`src/sv/pdtc_pkg.sv`:
```
package pdtc_pkg;

	localparam int DEPTH_LIMIT_DEF  = 127;
	localparam int PALETTE_SIZE_DEF = 8;
	localparam int DEPTH_W          = 7;
	localparam int QUEUE_DEPTH      = 4;
	localparam int QPTR_W           = 2;
	localparam int SEG_COUNT        = 9;

	localparam logic [7:0] CH_ESC    = 8'h1B;
	localparam logic [7:0] CH_LBRK   = 8'h5B;
	localparam logic [7:0] CH_THREE  = 8'h33;
	localparam logic [7:0] CH_ZERO   = 8'h30;
	localparam logic [7:0] CH_NINE   = 8'h39;
	localparam logic [7:0] CH_M      = 8'h6D;
	localparam logic [7:0] CH_D      = 8'h44;
	localparam logic [7:0] CH_BANG   = 8'h21;
	localparam logic [7:0] CH_LPAREN = 8'h28;
	localparam logic [7:0] CH_RPAREN = 8'h29;
	localparam logic [7:0] CH_CR     = 8'h0D;
	localparam logic [7:0] CH_LF     = 8'h0A;
	localparam logic [7:0] CH_AT     = 8'h40;
	localparam logic [7:0] CH_R      = 8'h72;
	localparam logic [7:0] CH_K      = 8'h6B;

	localparam logic [3:0] COLOR_GREEN   = 4'd2;
	localparam logic [3:0] COLOR_CYAN    = 4'd6;
	localparam logic [3:0] COLOR_DEFAULT = 4'd9;

	typedef struct packed {
		logic       banner;
		logic       paren;
		logic [3:0] paren_color;
		logic       crlf;
		logic       cyan;
		logic       green;
		logic       backup;
		logic [7:0] prev_byte;
		logic [7:0] chr;
	} cmd_t;

	typedef enum logic [3:0] {
		SEG_IDLE,
		SEG_BANNER,
		SEG_RESET,
		SEG_PAREN,
		SEG_CRLF,
		SEG_CYAN,
		SEG_GREEN,
		SEG_BACK,
		SEG_CHAR
	} seg_t;

	function automatic logic is_punct_char(logic [7:0] b);
		return (b > 8'd32 && b < 8'd48 && b != CH_LPAREN && b != CH_RPAREN) ||
			(b > 8'd57 && b < 8'd65) ||
			(b > 8'd90 && b < 8'd97) ||
			(b > 8'd122 && b < 8'd127);
	endfunction

	function automatic logic is_digit(logic [7:0] b);
		return (b >= CH_ZERO) && (b <= CH_NINE);
	endfunction

	function automatic logic [3:0] seg_last(seg_t s);
		logic [3:0] r;
		unique case (s) inside
			SEG_BANNER: r = 4'd6;
			SEG_RESET, SEG_PAREN, SEG_CYAN, SEG_GREEN: r = 4'd4;
			SEG_CRLF: r = 4'd1;
			SEG_BACK: r = 4'd8;
			default: r = 4'd0;
		endcase
		return r;
	endfunction

	function automatic logic [7:0] color_byte(logic [3:0] idx, logic [3:0] c);
		logic [7:0] r;
		unique case (idx)
			4'd1: r = CH_LBRK;
			4'd2: r = CH_THREE;
			4'd3: r = CH_ZERO + {4'd0, c};
			4'd4: r = CH_M;
			default: r = CH_ESC;
		endcase
		return r;
	endfunction

	function automatic logic [7:0] banner_byte(logic [3:0] idx);
		logic [7:0] r;
		unique case (idx)
			4'd0: r = CH_AT;
			4'd1: r = CH_R;
			4'd2: r = CH_K;
			4'd3: r = CH_BANG;
			4'd4: r = CH_CR;
			4'd5: r = CH_LF;
			default: r = CH_LPAREN;
		endcase
		return r;
	endfunction

endpackage

```
`src/sv/pdtc_front.sv`:
```
module pdtc_front #(
	parameter int DEPTH_LIMIT  = pdtc_pkg::DEPTH_LIMIT_DEF,
	parameter int PALETTE_SIZE = pdtc_pkg::PALETTE_SIZE_DEF
) (
	input  logic           clk,
	input  logic           arst_n,
	input  logic           push,
	input  logic [7:0]     in_byte,
	output logic           full,
	input  logic           q_full,
	output logic           q_wr,
	output pdtc_pkg::cmd_t q_data
);

	localparam int MOD_W = (PALETTE_SIZE > 1) ? $clog2(PALETTE_SIZE) : 1;
	localparam logic [MOD_W-1:0] MOD_TOP = MOD_W'(PALETTE_SIZE - 1);

	logic                        online_q;
	logic [pdtc_pkg::DEPTH_W-1:0] depth_q;
	logic [MOD_W-1:0]            mod_q;
	logic                        glyph_q;
	logic [7:0]                  prev_q;

	logic                        accept;
	logic                        glyph;
	logic                        is_lp;
	logic                        is_rp;
	logic                        can_inc;
	logic                        can_dec;
	logic                        echo;
	logic                        wake;
	logic [pdtc_pkg::DEPTH_W-1:0] depth_d;
	logic [MOD_W-1:0]            mod_up;
	logic [MOD_W-1:0]            mod_dn;
	logic [MOD_W-1:0]            mod_d;

	assign full   = q_full;
	assign accept = push && !q_full;
	assign glyph  = pdtc_pkg::is_punct_char(in_byte);
	assign is_lp  = (in_byte == pdtc_pkg::CH_LPAREN);
	assign is_rp  = (in_byte == pdtc_pkg::CH_RPAREN);
	assign echo   = online_q && (in_byte != 8'd0);
	assign wake   = !online_q && (in_byte == pdtc_pkg::CH_BANG);

	assign can_inc = ({1'b0, depth_q} < 8'(DEPTH_LIMIT)) && (depth_q != '1);
	assign can_dec = (depth_q != '0);
	assign mod_up  = !can_inc ? mod_q : ((mod_q == MOD_TOP) ? '0 : mod_q + 1'b1);
	assign mod_dn  = (mod_q == '0) ? MOD_TOP : mod_q - 1'b1;

	always_comb begin
		depth_d = depth_q;
		mod_d   = mod_q;
		if (is_lp) begin
			depth_d = can_inc ? depth_q + 1'b1 : depth_q;
			mod_d   = mod_up;
		end else if (is_rp && can_dec) begin
			depth_d = depth_q - 1'b1;
			mod_d   = mod_dn;
		end
	end

	always_comb begin
		q_wr               = accept && (echo || wake);
		q_data.banner      = !online_q;
		q_data.paren       = online_q && (is_lp || is_rp);
		if (is_lp) begin
			q_data.paren_color = 4'(mod_up) + 4'd1;
		end else if (can_dec) begin
			q_data.paren_color = 4'(mod_q) + 4'd1;
		end else begin
			q_data.paren_color = pdtc_pkg::COLOR_DEFAULT;
		end
		q_data.crlf        = online_q && (in_byte == pdtc_pkg::CH_CR);
		q_data.cyan        = online_q && pdtc_pkg::is_digit(in_byte);
		q_data.green       = online_q && (glyph || glyph_q);
		q_data.backup      = online_q && glyph && !glyph_q;
		q_data.prev_byte   = prev_q;
		q_data.chr         = in_byte;
	end

	always_ff @(posedge clk or negedge arst_n) begin
		if (!arst_n) begin
			online_q <= 1'b0;
			depth_q  <= '0;
			mod_q    <= '0;
			glyph_q  <= 1'b0;
			prev_q   <= '0;
		end else if (accept) begin
			if (wake) begin
				online_q <= 1'b1;
			end
			if (echo) begin
				depth_q <= depth_d;
				mod_q   <= mod_d;
				glyph_q <= glyph;
				prev_q  <= in_byte;
			end
		end
	end

endmodule

```
`src/sv/pdtc_queue.sv`:
```
module pdtc_queue (
	input  logic           clk,
	input  logic           arst_n,
	input  logic           wr_en,
	input  pdtc_pkg::cmd_t wr_data,
	output logic           full,
	input  logic           rd_en,
	output pdtc_pkg::cmd_t rd_data,
	output logic           empty
);

	logic [pdtc_pkg::QPTR_W:0] wr_ptr_q;
	logic [pdtc_pkg::QPTR_W:0] rd_ptr_q;
	pdtc_pkg::cmd_t            mem_q [pdtc_pkg::QUEUE_DEPTH];

	assign empty = (wr_ptr_q == rd_ptr_q);
	assign full  = (wr_ptr_q[pdtc_pkg::QPTR_W] != rd_ptr_q[pdtc_pkg::QPTR_W]) &&
		(wr_ptr_q[pdtc_pkg::QPTR_W-1:0] == rd_ptr_q[pdtc_pkg::QPTR_W-1:0]);
	assign rd_data = mem_q[rd_ptr_q[pdtc_pkg::QPTR_W-1:0]];

	always_ff @(posedge clk) begin
		if (wr_en) begin
			mem_q[wr_ptr_q[pdtc_pkg::QPTR_W-1:0]] <= wr_data;
		end
	end

	always_ff @(posedge clk or negedge arst_n) begin
		if (!arst_n) begin
			wr_ptr_q <= '0;
			rd_ptr_q <= '0;
		end else begin
			if (wr_en) begin
				wr_ptr_q <= wr_ptr_q + 1'b1;
			end
			if (rd_en) begin
				rd_ptr_q <= rd_ptr_q + 1'b1;
			end
		end
	end

endmodule

```
`src/sv/pdtc_back.sv`:
```
module pdtc_back (
	input  logic           clk,
	input  logic           arst_n,
	input  pdtc_pkg::cmd_t q_data,
	input  logic           q_empty,
	output logic           q_rd,
	output logic           empty,
	input  logic           pop,
	output logic [7:0]     out_byte,
	output logic           last_of_run
);

	pdtc_pkg::seg_t seg_q;
	pdtc_pkg::seg_t seg_d;
	pdtc_pkg::seg_t nxt;
	logic [3:0]     cnt_q;
	logic [3:0]     cnt_d;
	pdtc_pkg::cmd_t cur_q;
	logic           valid_q;
	logic [7:0]     byte_q;
	logic           last_q;

	logic [pdtc_pkg::SEG_COUNT-1:0] pres;
	logic           adv;
	logic           seg_end;
	logic           run_end;
	logic [7:0]     byte_c;

	assign empty       = !valid_q;
	assign out_byte    = byte_q;
	assign last_of_run = last_q;

	always_comb begin
		pres                      = '0;
		pres[pdtc_pkg::SEG_BANNER] = cur_q.banner;
		pres[pdtc_pkg::SEG_RESET]  = !cur_q.banner;
		pres[pdtc_pkg::SEG_PAREN]  = cur_q.paren;
		pres[pdtc_pkg::SEG_CRLF]   = cur_q.crlf;
		pres[pdtc_pkg::SEG_CYAN]   = cur_q.cyan;
		pres[pdtc_pkg::SEG_GREEN]  = cur_q.green;
		pres[pdtc_pkg::SEG_BACK]   = cur_q.backup;
		pres[pdtc_pkg::SEG_CHAR]   = !cur_q.banner;
		nxt = pdtc_pkg::SEG_IDLE;
		for (int i = pdtc_pkg::SEG_COUNT - 1; i > 0; i--) begin
			if (pres[i] && (4'(i) > seg_q)) begin
				nxt = pdtc_pkg::seg_t'(4'(i));
			end
		end
	end

	assign adv     = (seg_q != pdtc_pkg::SEG_IDLE) && (!valid_q || pop);
	assign seg_end = (cnt_q == pdtc_pkg::seg_last(seg_q));
	assign run_end = seg_end && (nxt == pdtc_pkg::SEG_IDLE);
	assign q_rd    = !q_empty && ((seg_q == pdtc_pkg::SEG_IDLE) || (adv && run_end));

	// next state
	always_comb begin
		seg_d = seg_q;
		cnt_d = cnt_q;
		if (adv) begin
			if (seg_end) begin
				seg_d = nxt;
				cnt_d = '0;
			end else begin
				cnt_d = cnt_q + 1'b1;
			end
		end
		if (q_rd) begin
			seg_d = q_data.banner ? pdtc_pkg::SEG_BANNER : pdtc_pkg::SEG_RESET;
			cnt_d = '0;
		end
	end

	// outputs
	always_comb begin
		unique case (seg_q)
			pdtc_pkg::SEG_BANNER: byte_c = pdtc_pkg::banner_byte(cnt_q);
			pdtc_pkg::SEG_RESET:  byte_c = pdtc_pkg::color_byte(cnt_q, pdtc_pkg::COLOR_DEFAULT);
			pdtc_pkg::SEG_PAREN:  byte_c = pdtc_pkg::color_byte(cnt_q, cur_q.paren_color);
			pdtc_pkg::SEG_CRLF:   byte_c = (cnt_q == 4'd0) ? pdtc_pkg::CH_CR : pdtc_pkg::CH_LF;
			pdtc_pkg::SEG_CYAN:   byte_c = pdtc_pkg::color_byte(cnt_q, pdtc_pkg::COLOR_CYAN);
			pdtc_pkg::SEG_GREEN:  byte_c = pdtc_pkg::color_byte(cnt_q, pdtc_pkg::COLOR_GREEN);
			pdtc_pkg::SEG_BACK: begin
				if (cnt_q == 4'd0) begin
					byte_c = pdtc_pkg::CH_ESC;
				end else if (cnt_q == 4'd1) begin
					byte_c = pdtc_pkg::CH_LBRK;
				end else if (cnt_q == 4'd2) begin
					byte_c = pdtc_pkg::CH_D;
				end else if (cnt_q == 4'd8) begin
					byte_c = cur_q.prev_byte;
				end else begin
					byte_c = pdtc_pkg::color_byte(cnt_q - 4'd3, pdtc_pkg::COLOR_GREEN);
				end
			end
			default: byte_c = cur_q.chr;
		endcase
	end

	always_ff @(posedge clk) begin
		if (q_rd) begin
			cur_q <= q_data;
		end
		if (adv) begin
			byte_q <= byte_c;
			last_q <= run_end;
		end
	end

	always_ff @(posedge clk or negedge arst_n) begin
		if (!arst_n) begin
			seg_q   <= pdtc_pkg::SEG_IDLE;
			cnt_q   <= '0;
			valid_q <= 1'b0;
		end else begin
			seg_q <= seg_d;
			cnt_q <= cnt_d;
			if (adv) begin
				valid_q <= 1'b1;
			end else if (pop) begin
				valid_q <= 1'b0;
			end
		end
	end

endmodule

```
`src/sv/paren_depth_terminal_colorizer.sv`:
```
// Serial terminal colorizer. Drops bytes until '!', then sends the banner
// "@rk!" CR LF "(" and from then on echoes each nonzero byte behind ANSI color
// escapes: parentheses by nesting depth, digits cyan, punctuation green with a
// cursor back-up and reprint of the previous byte when a punctuation run starts.
// The banner is 7 output words and each echoed byte yields 6 to 20; the output
// side sends one word per cycle while pop takes them, so the words each byte
// yields in the output sequencer set the sustained rate. Input bytes are taken every cycle
// while the 4-entry command queue between the classifier and the sequencer has
// room; dropped bytes take no queue slot.
module paren_depth_terminal_colorizer #(
	parameter int DEPTH_LIMIT  = pdtc_pkg::DEPTH_LIMIT_DEF,
	parameter int PALETTE_SIZE = pdtc_pkg::PALETTE_SIZE_DEF
) (
	input  logic       clk,
	input  logic       arst_n,
	input  logic       push,
	output logic       full,
	input  logic [7:0] in_byte,
	output logic       empty,
	input  logic       pop,
	output logic [7:0] out_byte,
	output logic       last_of_run
);

	logic           q_full;
	logic           q_empty;
	logic           q_wr;
	logic           q_rd;
	pdtc_pkg::cmd_t q_wdata;
	pdtc_pkg::cmd_t q_rdata;

	pdtc_front #(
		.DEPTH_LIMIT  (DEPTH_LIMIT),
		.PALETTE_SIZE (PALETTE_SIZE)
	) u_front (
		.clk     (clk),
		.arst_n  (arst_n),
		.push    (push),
		.in_byte (in_byte),
		.full    (full),
		.q_full  (q_full),
		.q_wr    (q_wr),
		.q_data  (q_wdata)
	);

	pdtc_queue u_queue (
		.clk     (clk),
		.arst_n  (arst_n),
		.wr_en   (q_wr),
		.wr_data (q_wdata),
		.full    (q_full),
		.rd_en   (q_rd),
		.rd_data (q_rdata),
		.empty   (q_empty)
	);

	pdtc_back u_back (
		.clk         (clk),
		.arst_n      (arst_n),
		.q_data      (q_rdata),
		.q_empty     (q_empty),
		.q_rd        (q_rd),
		.empty       (empty),
		.pop         (pop),
		.out_byte    (out_byte),
		.last_of_run (last_of_run)
	);

endmodule

```
`config.mk`:
```
export PLATFORM = sky130hd
export DESIGN_NAME = paren_depth_terminal_colorizer
export DESIGN_NICKNAME = d
export VERILOG_FILES = /design/src/sv/pdtc_pkg.sv /design/src/sv/pdtc_front.sv /design/src/sv/pdtc_queue.sv /design/src/sv/pdtc_back.sv /design/src/sv/paren_depth_terminal_colorizer.sv
export SDC_FILE = /design/constraint.sdc
export NUM_CORES = 1
export LEC_CHECK = 0
export BUFFER_PORTS_ARGS = -buffer_cell sky130_fd_sc_hd__buf_2
export CORE_MARGIN = 5
export CORE_UTILIZATION = 49
export CTS_BUF_LIST = sky130_fd_sc_hd__clkbuf_4 sky130_fd_sc_hd__clkbuf_8
export CTS_CLUSTER_SIZE = 28
export DETAILED_ROUTE_END_ITERATION = 12
export HOLD_SLACK_MARGIN = 0.12
export PLACE_DENSITY_LB_ADDON = 0.15
export SLEW_MARGIN = 20
export SYNTH_ARGS = -nofsm -noshare
export SYNTH_HDL_FRONTEND = slang
export SYNTH_SLANG_ARGS = --single-unit
```
`constraint.sdc`:
```
create_clock -name clk -period 6.25 [get_ports clk]
set_input_delay 0.625 -clock clk [delete_from_list [all_inputs] [get_ports clk]]
set_output_delay 0.625 -clock clk [all_outputs]
set_load 0.01 [all_outputs]
```
==> qor.tcl <==
set qor(setup_violations) 0
set qor(rows) 48
set qor(reported_net_switching_power_mw) 1.405
set qor(drt_iter0_drc) 465
set qor(post_synth_top_flop) {edfxtp_1}
set qor(clk_pin_slew_ns) 0.10
set qor(grt_first_pass_wirelength_um) 29110
set qor(postCtsSetupBuffers) 0
set qor(final_non_filler_cell_area_mm2) 0.009281
set qor(maxcap_violations) 0
set qor(critPathLaunchType) {register}
set qor(grt_pass1_vias) 5205
set qor(finalHoldViolations) 0
set qor(yosys_warnings) 0
set qor(power_density_mw_per_mm2) 408.2
set qor(fill_cells) 1472
set qor(power.share.sequential_pct) 45.0
set qor(antenna_cells) 0
set qor(areaGrowthSynthToFinish_pct) 8.848
set qor(clock_power_share_pct) 22.2
set qor(cts-root-buf) {clkbuf_8}
set qor(dr.pass1.iters) 5
set qor(clockBufferDepth) 2
set qor(power_report.internal_total_mw) 2.384
set qor(r2r-start) {u_back.seg_q[0]}
set qor(groute.usage.overall_pct) 18.59
set qor(hold_buffers) 0
set qor(ys_ff_latch) 174
set qor(proportion_of_total_power_due_to_net_switching_pct) 37.08
set qor(syn-instance-count) 640
set qor(place.port_buffers) 22
set qor(crit_path_cell_trace) {nand4b_2, or2_1, a32oi_1, a21oi_1, nor2_4}
set qor(main_area_contributors_after_synthesis) {edfxtp_1 (49%), dfrtp_1 (10%), mux4_2 (6.9%)}
set qor(antenna_found_initial) 1
set qor(clock_sinks) 174
set qor(synth_nets) 675
set qor(largest_net_degree_at_the_start_of_global_routing) 40
set qor(worst_ir_drop_vdd_v) 0.0001804
set qor(design.final.nets) 686
set qor(layout-drive-gt1-share_pct) 18.37
set qor(slew_headroom_pct) 37.23
set qor(status) {completed}
set qor(avgSynthCellArea_um2) 13.32
set qor(detail-route-antenna-nets) 0
set qor(cts.repair.resized) 0
set qor(syn-cell-area_mm2) 0.008527
set qor(cp.required_ns) 6.35
set qor(critPathSlowestCell) {dfrtp_1}
set qor(place_congestion) 0.9009
set qor(place_worst_setup_slack_ns) 2.405
set qor(cts_tree) {built}
set qor(timing.setup.tns_ns) 0
set qor(p_leak_nw) 3.361
set qor(route.detailed.drc) 0
set qor(hold_path_class) {in -> async}
set qor(cts_made_buffers) 17
set qor(crit_path_max_fanout) 31
set qor(overflow) 0
set qor(place.detailed.hpwl_um) 12070
set qor(rsz_0062_raised_after_global_routing) {false}
set qor(cp.arrival_ns) 3.64
set qor(avgViaCountPerCell) 6.147
set qor(number_of_enable_type_register_cells_in_the_synthesized_netlist) 139
set qor(max_clock_freq_mhz) 282.5
set qor(drt-wirelength-per-cell_um) 20.31
set qor(cts_htree_levels) 4
set qor(timing.final.max_slew_violations) 0
set qor(setup_ws_ns) 2.710
set qor(initial_core_util_pct) 49.64
set qor(io_pins) 23
set qor(crit_type) {reg -> reg}
set qor(core_area_mm2) 0.01718
set qor(synth.largest_area_cell) {edfxtp_1}
set qor(finalWorstPathRequiredPeriod_ns) 3.540
set qor(seq_area_frac_synth_pct) 59.22
set qor(critPathMaxStageDelay_ns) 0.97
set qor(synth_async_sr_flop_share_pct) 20.11
set qor(dpl_cell_area_mm2) 0.008808
set qor(synthDominantCellAreaShare_pct) 48.95
set qor(worst_clock_skew_ns) 0.01111
set qor(worstSetupStartpoint) {u_back.seg_q[0]}
set qor(critical_path_capture_point_type) {register}
set qor(final_min_period_over_clock_period_pct) 56.64
set qor(measured_slew_at_the_worst_slew_check_pin_ns) 0.9416
set qor(die_y_um) 141.9
set qor(p_comb_share_pct) 32.8
set qor(detailroute.via_count) 5465
set qor(yosys.cell_types.count) 78
set qor(chipWidth_um) 141.9
set qor(fp.dieArea_mm2) 0.02014
set qor(drt-total-wl_um) 18060
set qor(worst_skew_pair.late_latency_ns) 0.45
==> flip-flops by register name (all words and copies together) (netlist names) <==
register and cells:
u_front.depth_q 7, u_back.valid_q 1, u_front.online_q 1, u_front.glyph_q 1
u_back.seg_q 4, u_front.prev_q 8, u_front.mod_q 3, u_back.out_byte 8
u_queue.mem_q 104, u_queue.rd_ptr_q 3, u_back.cnt_q 4, u_back.cur_q 26
u_back.last_of_run 1, u_queue.wr_ptr_q 3
==> power groups by stage <==
stage | registers, mW | clock network [mW] | logic [mW]
finish | 1.70 | 0.843 | 1.24
global route | 1.74 | 0.916 | 1.35
CTS | 1.70 | 0.861 | 1.23
detailed placement | 1.73 | 0 | 1.23
global placement | 1.72 | 0 | 1.22
floorplan | 1.57 | 0 | 1.03
==> placed cells by master, fill, tap and decap left out, types with 5 or more instances in the layout <==
master	n
nor4_1	6
nor3b_1	6
buf_4	6
clkbuf_8	18
inv_1	17
o22ai_1	8
ha_1	22
dfrtp_1	34
nor3_1	12
edfxtp_1	139
or2_2	5
mux4_2	26
nand2_1	32
a211o_1	5
xnor2_1	6
o21ai_0	24
o211ai_1	10
inv_6	5
nor2_1	32
nor2b_1	8
nand3_1	22
buf_2	22
and2_1	9
mux2_2	16
nand2b_1	10
a211oi_1	5
and3_1	7
a21oi_1	31
xor2_1	7
nand4_1	6
a31oi_1	10
==> routing by layer <==
metal  vias up  GRT usage (%)  routed length (µm)  part of all wire, %
met4         2          4.848                 201                  1.1
met1      2767          26.01                8137                   45
li1       2526              -                   -                    -
met3        14          4.044                 875                  4.8
met5         -              0                   7                0.039
met2       156          29.86                8833                   49
==> final timing paths <==
check / end / slack, ns / cells past startpoint
worst max register to register: u_back.cur_q[13] / 2.71 / 5
min in group clk: u_back.valid_q / 0.44 / 3
worst max-delay path: u_back.cur_q[13] / 2.71 / 5
max in group asynchronous: u_front.depth_q[6] / 5.57 / 2
worst min-delay path: u_back.cnt_q[3] / 0.15 / 1
worst min register to register: u_queue.wr_ptr_q[2] / 0.50 / 1
==> worst max-delay path, delay by kind of cell, from the launching register on <==
family	cells	cell delay (ns)
AO/OA/AOI/OAI	2	0.88
AND/OR/NAND/NOR	3	1.30
flip-flops	1	0.97
==> final cells by class <==
class	instances	area (µm²)	area share (%)
Timing Repair Buffer	29	182.7	1.968
Sequential cell	174	5054	54.45
Multi-Input combinational cell	411	3258	35.10
Inverter	18	67.56	0.7280
Clock buffer	18	247.7	2.669
Tap cell	225	281.5	3.033
Clock inverter	14	190.2	2.049
==> kinds of logic after synthesis <==
group	after synthesis	synth area share, %
buf+inv	55	2.656
mux	44	9.215
fa+ha+maj	23	3.463
xor+xnor	13	1.335
flops	174	59.22
compound gates	147	11.77
simple gates	184	12.34
==> per-stage QoR <==
step                      power [mW]  hold WS (ns)  std cells  utilization, %
after floorplan                2.602        0.3294        640               -
after global placement         2.944        0.4768        856           51.28
after detailed placement       2.956        0.4920        856           51.28
after CTS                      3.798        0.3282        888           53.83
after global routing           4.010        0.1653        889           54.04
final                          3.789        0.1549        889           54.04
==> cell usage after synthesis, types with 5 or more instances <==
| cell | n |
|---|---|
| edfxtp_1 | 139 |
| dfrtp_1 | 35 |
| nor2_1 | 33 |
| nand2_1 | 32 |
| a21oi_1 | 31 |
| mux4_2 | 26 |
| o21ai_0 | 24 |
| ha_1 | 22 |
| nand3_1 | 22 |
| clkbuf_1 | 20 |
| inv_1 | 17 |
| mux2_2 | 16 |
| nor3_1 | 12 |
| a31oi_1 | 10 |
| buf_2 | 10 |
| nand2b_1 | 10 |
| o211ai_1 | 10 |
| and2_1 | 9 |
| nor2b_1 | 8 |
| o22ai_1 | 8 |
| and3_1 | 7 |
| xor2_1 | 7 |
| nand4_1 | 6 |
| nor3b_1 | 6 |
| nor4_1 | 6 |
| xnor2_1 | 6 |
| a211o_1 | 5 |
| a211oi_1 | 5 |
| buf_1 | 5 |
| or2_2 | 5 |
Note: power is estimated with default switching activity, not from simulation.
